===== src/rtl/core/mcmf_pkg.sv =====
package mcmf_pkg;

  localparam int NODE_SLOTS = 512;
  localparam int NODE_W     = $clog2(NODE_SLOTS);
  localparam int ARC_SLOTS  = 8192;
  localparam int ARC_W      = $clog2(ARC_SLOTS);
  localparam int ACNT_W     = ARC_W + 1;
  localparam int CAP_W      = 16;
  localparam int COST_W     = 16;
  localparam int ACOST_W    = COST_W + 1;
  localparam int DIST_W     = 32;
  localparam int FLOW_W     = 32;
  localparam int TCOST_W    = 48;
  localparam int KIND_W     = 2;
  localparam int CFG_IDX_W  = 1;

  localparam logic [FLOW_W-1:0] FLOW_LIMIT = 32'h3f3f3f3f;
  localparam logic [ACNT_W-1:0] FIRST_ARC  = ACNT_W'(2);

  // arc word: target, next, extended cost
  localparam int ARCD_W  = NODE_W + ARC_W + ACOST_W;
  // node record: reached, hop count, distance
  localparam int REC_W   = 1 + NODE_W + DIST_W;
  // search frame: node, limit, pushed sum
  localparam int FRAME_W = NODE_W + 2 * FLOW_W;

  localparam logic [KIND_W-1:0] KIND_ADD   = 2'd0;
  localparam logic [KIND_W-1:0] KIND_RUN   = 2'd1;
  localparam logic [KIND_W-1:0] KIND_CLEAR = 2'd2;

  localparam logic [CFG_IDX_W-1:0] CFG_SOURCE = 1'b0;
  localparam logic [CFG_IDX_W-1:0] CFG_SINK   = 1'b1;

  typedef enum logic [4:0] {
    S_INIT_CLR,
    S_IDLE,
    S_ADD_RD1,
    S_ADD_WR1,
    S_ADD_RD2,
    S_ADD_WR2,
    S_PASS_CLR,
    S_PASS_SEED,
    S_SP_POP,
    S_SP_U,
    S_SP_ULD,
    S_SP_ARC,
    S_SP_V,
    S_SP_EVAL,
    S_SP_END,
    S_SP_CHK,
    S_COPY_RD,
    S_COPY_WR,
    S_DFS_INIT,
    S_DFS_TOP,
    S_DFS_A,
    S_DFS_V,
    S_DFS_EVAL,
    S_DFS_PUSH,
    S_DFS_POP,
    S_DFS_PLD,
    S_SET_RD,
    S_SET_A,
    S_SET_ARC,
    S_SET_R1,
    S_SET_ADV,
    S_DONE
  } mcmf_state_e;

  typedef struct packed {
    logic arc_full;
    logic src_is_sink;
    logic q_empty;
    logic a_zero;
    logic cur_zero;
    logic top_done;
    logic sp_upd;
    logic hop_over;
    logic dfs_ok;
    logic v_is_sink;
    logic stack_room;
    logic depth_one;
    logic pop_zero;
    logic f_zero;
    logic sum_hit;
    logic sink_reached;
    logic sweep_last;
    logic out_free;
  } mcmf_status_t;

endpackage


===== src/rtl/core/mcmf_ctrl.sv =====
module mcmf_ctrl (
  input  logic                         clk_i,
  input  logic                         rst_ni,
  input  logic                         in_valid_i,
  input  logic [mcmf_pkg::KIND_W-1:0]  in_kind_i,
  input  mcmf_pkg::mcmf_status_t       stat_i,
  output mcmf_pkg::mcmf_state_e        cmd_o
);
  import mcmf_pkg::*;

  mcmf_state_e state_q, state_d;

  always_ff @(posedge clk_i or negedge rst_ni) begin
    if (!rst_ni) begin
      state_q <= S_INIT_CLR;
    end else begin
      state_q <= state_d;
    end
  end

  always_comb begin
    state_d = state_q;
    unique case (state_q)
      S_INIT_CLR:  if (stat_i.sweep_last) state_d = S_IDLE;
      S_IDLE: begin
        if (in_valid_i) begin
          unique case (in_kind_i)
            KIND_ADD:   state_d = stat_i.arc_full ? S_IDLE : S_ADD_RD1;
            KIND_RUN:   state_d = stat_i.src_is_sink ? S_DONE : S_PASS_CLR;
            KIND_CLEAR: state_d = S_INIT_CLR;
            default:    state_d = S_IDLE;
          endcase
        end
      end
      S_ADD_RD1:   state_d = S_ADD_WR1;
      S_ADD_WR1:   state_d = S_ADD_RD2;
      S_ADD_RD2:   state_d = S_ADD_WR2;
      S_ADD_WR2:   state_d = S_IDLE;
      S_PASS_CLR:  if (stat_i.sweep_last) state_d = S_PASS_SEED;
      S_PASS_SEED: state_d = S_SP_POP;
      S_SP_POP:    state_d = stat_i.q_empty ? S_SP_END : S_SP_U;
      S_SP_U:      state_d = S_SP_ULD;
      S_SP_ULD:    state_d = S_SP_ARC;
      S_SP_ARC:    state_d = stat_i.a_zero ? S_SP_POP : S_SP_V;
      S_SP_V:      state_d = S_SP_EVAL;
      // a path of NODE_SLOTS hops means a negative cycle: end the run
      S_SP_EVAL:   state_d = (stat_i.sp_upd && stat_i.hop_over) ? S_DONE : S_SP_ARC;
      S_SP_END:    state_d = S_SP_CHK;
      S_SP_CHK:    state_d = stat_i.sink_reached ? S_COPY_RD : S_DONE;
      S_COPY_RD:   state_d = S_COPY_WR;
      S_COPY_WR:   state_d = stat_i.sweep_last ? S_DFS_INIT : S_COPY_RD;
      S_DFS_INIT:  state_d = S_DFS_TOP;
      S_DFS_TOP:   state_d = S_DFS_A;
      S_DFS_A:     state_d = (stat_i.cur_zero || stat_i.top_done) ? S_DFS_POP : S_DFS_V;
      S_DFS_V:     state_d = S_DFS_EVAL;
      S_DFS_EVAL: begin
        if (stat_i.dfs_ok && stat_i.v_is_sink) begin
          state_d = S_SET_RD;
        end else if (stat_i.dfs_ok && stat_i.stack_room) begin
          state_d = S_DFS_PUSH;
        end else begin
          state_d = S_DFS_TOP;
        end
      end
      S_DFS_PUSH:  state_d = S_DFS_TOP;
      S_DFS_POP: begin
        if (stat_i.depth_one) begin
          state_d = stat_i.pop_zero ? S_DONE : S_PASS_CLR;
        end else begin
          state_d = S_DFS_PLD;
        end
      end
      S_DFS_PLD:   state_d = S_SET_RD;
      S_SET_RD:    state_d = S_SET_A;
      S_SET_A:     state_d = stat_i.cur_zero ? S_DFS_TOP : S_SET_ARC;
      S_SET_ARC:   state_d = stat_i.f_zero ? S_SET_ADV : S_SET_R1;
      S_SET_R1:    state_d = stat_i.sum_hit ? S_DFS_TOP : S_SET_ADV;
      S_SET_ADV:   state_d = S_DFS_TOP;
      S_DONE:      if (stat_i.out_free) state_d = S_IDLE;
      default:     state_d = S_IDLE;
    endcase
  end

  assign cmd_o = state_q;

endmodule


===== config.mk =====
export PLATFORM = sky130hd
export DESIGN_NAME = mcmf_ctrl
export DESIGN_NICKNAME = d
export VERILOG_FILES = /design/src/rtl/core/mcmf_pkg.sv /design/src/rtl/core/mcmf_ctrl.sv
export SDC_FILE = /design/constraint.sdc
export NUM_CORES = 1
export LEC_CHECK = 0
export BUFFER_PORTS_ARGS = -buffer_cell sky130_fd_sc_hd__buf_2
export CAP_MARGIN = 10
export CORE_MARGIN = 2
export CORE_UTILIZATION = 40
export DETAILED_ROUTE_END_ITERATION = 12
export GPL_TIMING_DRIVEN = 0
export PLACE_DENSITY = 0.65
export SETUP_SLACK_MARGIN = 0.2
export SLEW_MARGIN = 40
export SYNTH_ARGS = -nofsm -noshare
export SYNTH_HDL_FRONTEND = slang
export SYNTH_SLANG_ARGS = --single-unit

===== constraint.sdc =====
create_clock -name clk_i -period 4.8 [get_ports clk_i]
set_input_delay 0.96 -clock clk_i [delete_from_list [all_inputs] [get_ports clk_i]]
set_output_delay 0.96 -clock clk_i [all_outputs]
set_load 0.02 [all_outputs]

==> key figures <==
Synth
  – Synth Net Count: 138
  – Yosys top cell by area: dfrtp_1
  – Distinct cells, synth: 53
  – Post-synth EDFFs: 0
  – Most common cell in the netlist: nand2_1
  – Sequential area share after synthesis: 14.6%
  – Syn Area/Cell: 7.46 um^2
  – Synth area leaders: dfrtp_1 (15%), a21oi_1 (5.2%), nand2_1 (5.2%)
  – Yosys top cell area share: 14.6%
  – Mapped Cells: 115
  – Post-synthesis cell area: 858 um^2
  – FF+latch count, synth: 5
  – Commonest cells in the netlist: nand2_1 (12), a21oi_1 (9), nand2b_1 (7), nor3_1 (7), o21ai_1 (6)
  – Synth async-reset ratio: 100%
  – YS warnings: 0
  – Main synth FF type: dfrtp_1

Route
  – Vias/cell: 6.05
  – Post-route DRC violation count: 0
  – Drt first pass iters: 4
  – Routed Antenna Nets: 0
  – Via count: 1046
  – Routed len/inst: 15.8 um
  – Total Wirelength: between 2 and 3 mm
  – Iter 0 DRT Violations: 30

Clock tree
  – Root Driver: clkbuf_4
  – # Post-CTS Setup Buffers: 0
  – TritonCTS clock tree: done
  – Hold Buf Count CTS: 0
  – CTS Buf Count: 3
  – Reg clk slew, reported paths: 50 ps
  – CTS resizes: 0
  – Clk sink count: 5
  – Clock Latency Late Sink: 250 ps
  – Maximum root-to-sink buffer count: 2
  – H-Tree Depth: 1

Final layout
  – Ant. Diodes: 0
  – Area of the multi-input gates: between 600 and 700 um^2
  – Area grow syn2layout: 22.7%
  – Fillers: 214
  – Nets: 170
  – Reg area: roughly 130 um^2
  – Finished Layout Cells: 173
  – Post-Route Utilization: 52.6%
  – Layout cell share with drive strength beyond 1: 32.2%
  – Largest register FFs: 5

Flow run
  – Maxcap violations: 0

Power
  – P_sw: 0.000297 W
  – Flop pwr share: between 10% and 20%
  – Clock power share: 8.9%
  – Post-layout total power: 0.000559 W
  – Pwr Density: 531 nW/um^2
  – Sw Ratio: between 50% and 60%
  – Leakage: 0.464 nW
  – Max IR drop VDD: 388 uV
  – Combinational share of power: 75.9%
  – Internal Pwr Total: 0.000262 W

Timing
  – Final hold slack: 512 ps
  – Slew margin rel.: 72.0%
  – FMAX: ~0.48 GHz
  – Setup violators final: 0
  – Post-route clock period utilization: 43.2%
  – Tmin final: a little over 2000 ps
  – Final-report hold violation count: 0
  – Slew @ Worst Pin: ~420 ps
  – Clock skew: 7.98 ps
  – Slew Limit Fails: 0
  – Final setup TNS: 0 ps
  – Unrepaired setup endpoints after global routing: no

Floorplanning
  – Initial core utilization: 42.9%
  – DIE AREA: 2530 um^2
  – Num rows: 16
  – Die X: 50.3 um
  – Die height: 50.3 um
  – Core Area: 2000 um^2
  – Ports: 28

Worst setup path
  – Crit end category: flip-flop
  – Critical path startpoint category: input port
  – Slowest stage delay, CP: roughly 430 ps
  – CP delay by family, top: simple AND/OR/NAND/NOR gates
  – CP Data Required Time: 4920 ps
  – CP cell instances: buf_2 -> or4_4 -> nor3_4 -> a211o_2 -> and2_4 -> a21oi_2
  – Worst EP arrival: 2190 ps
  – Critical path type: in2reg
  – Crit path max-delay cell type: or4_4
  – Critical path peak fanout: 4
  – Buf+Inv Stages, Crit Path: 1

Status
  – Outcome: finished clean

Placement
  – Hpwl dp: 2.08 mm
  – Dpl cells: 169
  – PortBufs: 27
  – RePlAce Congestion: 0.880

GRT
  – Gr ovfl total: 0
  – Pin count of the biggest net entering global routing: 11
  – First-pass GRT wire length: around 4.6 mm
  – Vias in the first global route: approximately 1000
  – GR Util All Layers: 23.5%
  – Initial antenna violation count: 0

Min path
  – Worst hold path type: in2async
metal layers:
layer	part of all wire [%]	GRT usage, %	vias to the layer above
met3	7.6	3.57	11
li1	-	-	503
met2	47	38.2	59
met1	43	30.0	473
met5	0	0	-
met4	2.6	11.7	0
power groups by stage:
stage	clock network [W]	logic (W)	registers (W)
6_report	0.0000501	0.000425	0.0000847
5_1_grt	0.0000552	0.000455	0.0000875
4_1_cts	0.0000502	0.000419	0.0000828
3_5_place_dp	0	0.000416	0.0000835
3_3_place_gp	0	0.000414	0.0000835
2_1_floorplan	0	0.000301	0.0000949
cell usage in the layout (no fill, tap or decap), types with 2 or more instances in the layout:
cell      count
a211o_2       2
a21oi_1       9
a21oi_2       2
a32oi_1       2
and2_1        2
buf_2        32
buf_4         2
clkbuf_1      2
clkbuf_4      3
dfrtp_1       5
inv_1         2
mux2i_1       2
nand2_1      12
nand2b_1      7
nand3_1       2
nor2b_1       4
nor3_1        7
nor3b_1       2
o21ai_0       4
o21ai_1       6
o31ai_1       3
or3_1         2
cells by family (layout without fill, tap and decap cells):
| logic type | Yosys count | count (layout) | synth area share (%) |
|---|---|---|---|
| simple gates | 53 | 53 | 40.2 |
| compound gates | 43 | 43 | 35.4 |
| buf+inv | 11 | 42 | 6.41 |
| flops | 5 | 5 | 14.6 |
| mux | 2 | 2 | 2.33 |
| xor+xnor | 1 | 1 | 1.02 |
stage by stage:
step | area, um^2 | worst slack, ps
finish | 1050 | 2730
global route | 1050 | 2710
CTS | 1050 | 2750
detailed placement | 1030 | 2500
global placement | 1030 | 2520
floorplan | 858 | 2740
cell type report:
type	instances	share of cell area, %
Tap cell	27	3.21
Inverter	2	0.713
Sequential cell	5	11.9
Buffer	9	4.51
Multi-Input combinational cell	99	64.4
Timing Repair Buffer	27	12.8
Clock buffer	4	2.49
path summary, 6_finish.rpt:
kind	cells past startpoint	endpoint	startpoint	slack, ps
setup / recovery	6	cmd_o[1]	stat_i[1]	2730
hold / removal	1	cmd_o[0]	rst_ni	510
setup reg to reg	5	cmd_o[1]	cmd_o[3]	2960
hold reg to reg	3	cmd_o[0]	cmd_o[4]	810
max in group asynchronous	1	cmd_o[1]	rst_ni	4150
min in group clk_i	3	cmd_o[0]	cmd_o[4]	810
No activity file was read; power rests on OpenSTA's default activity.
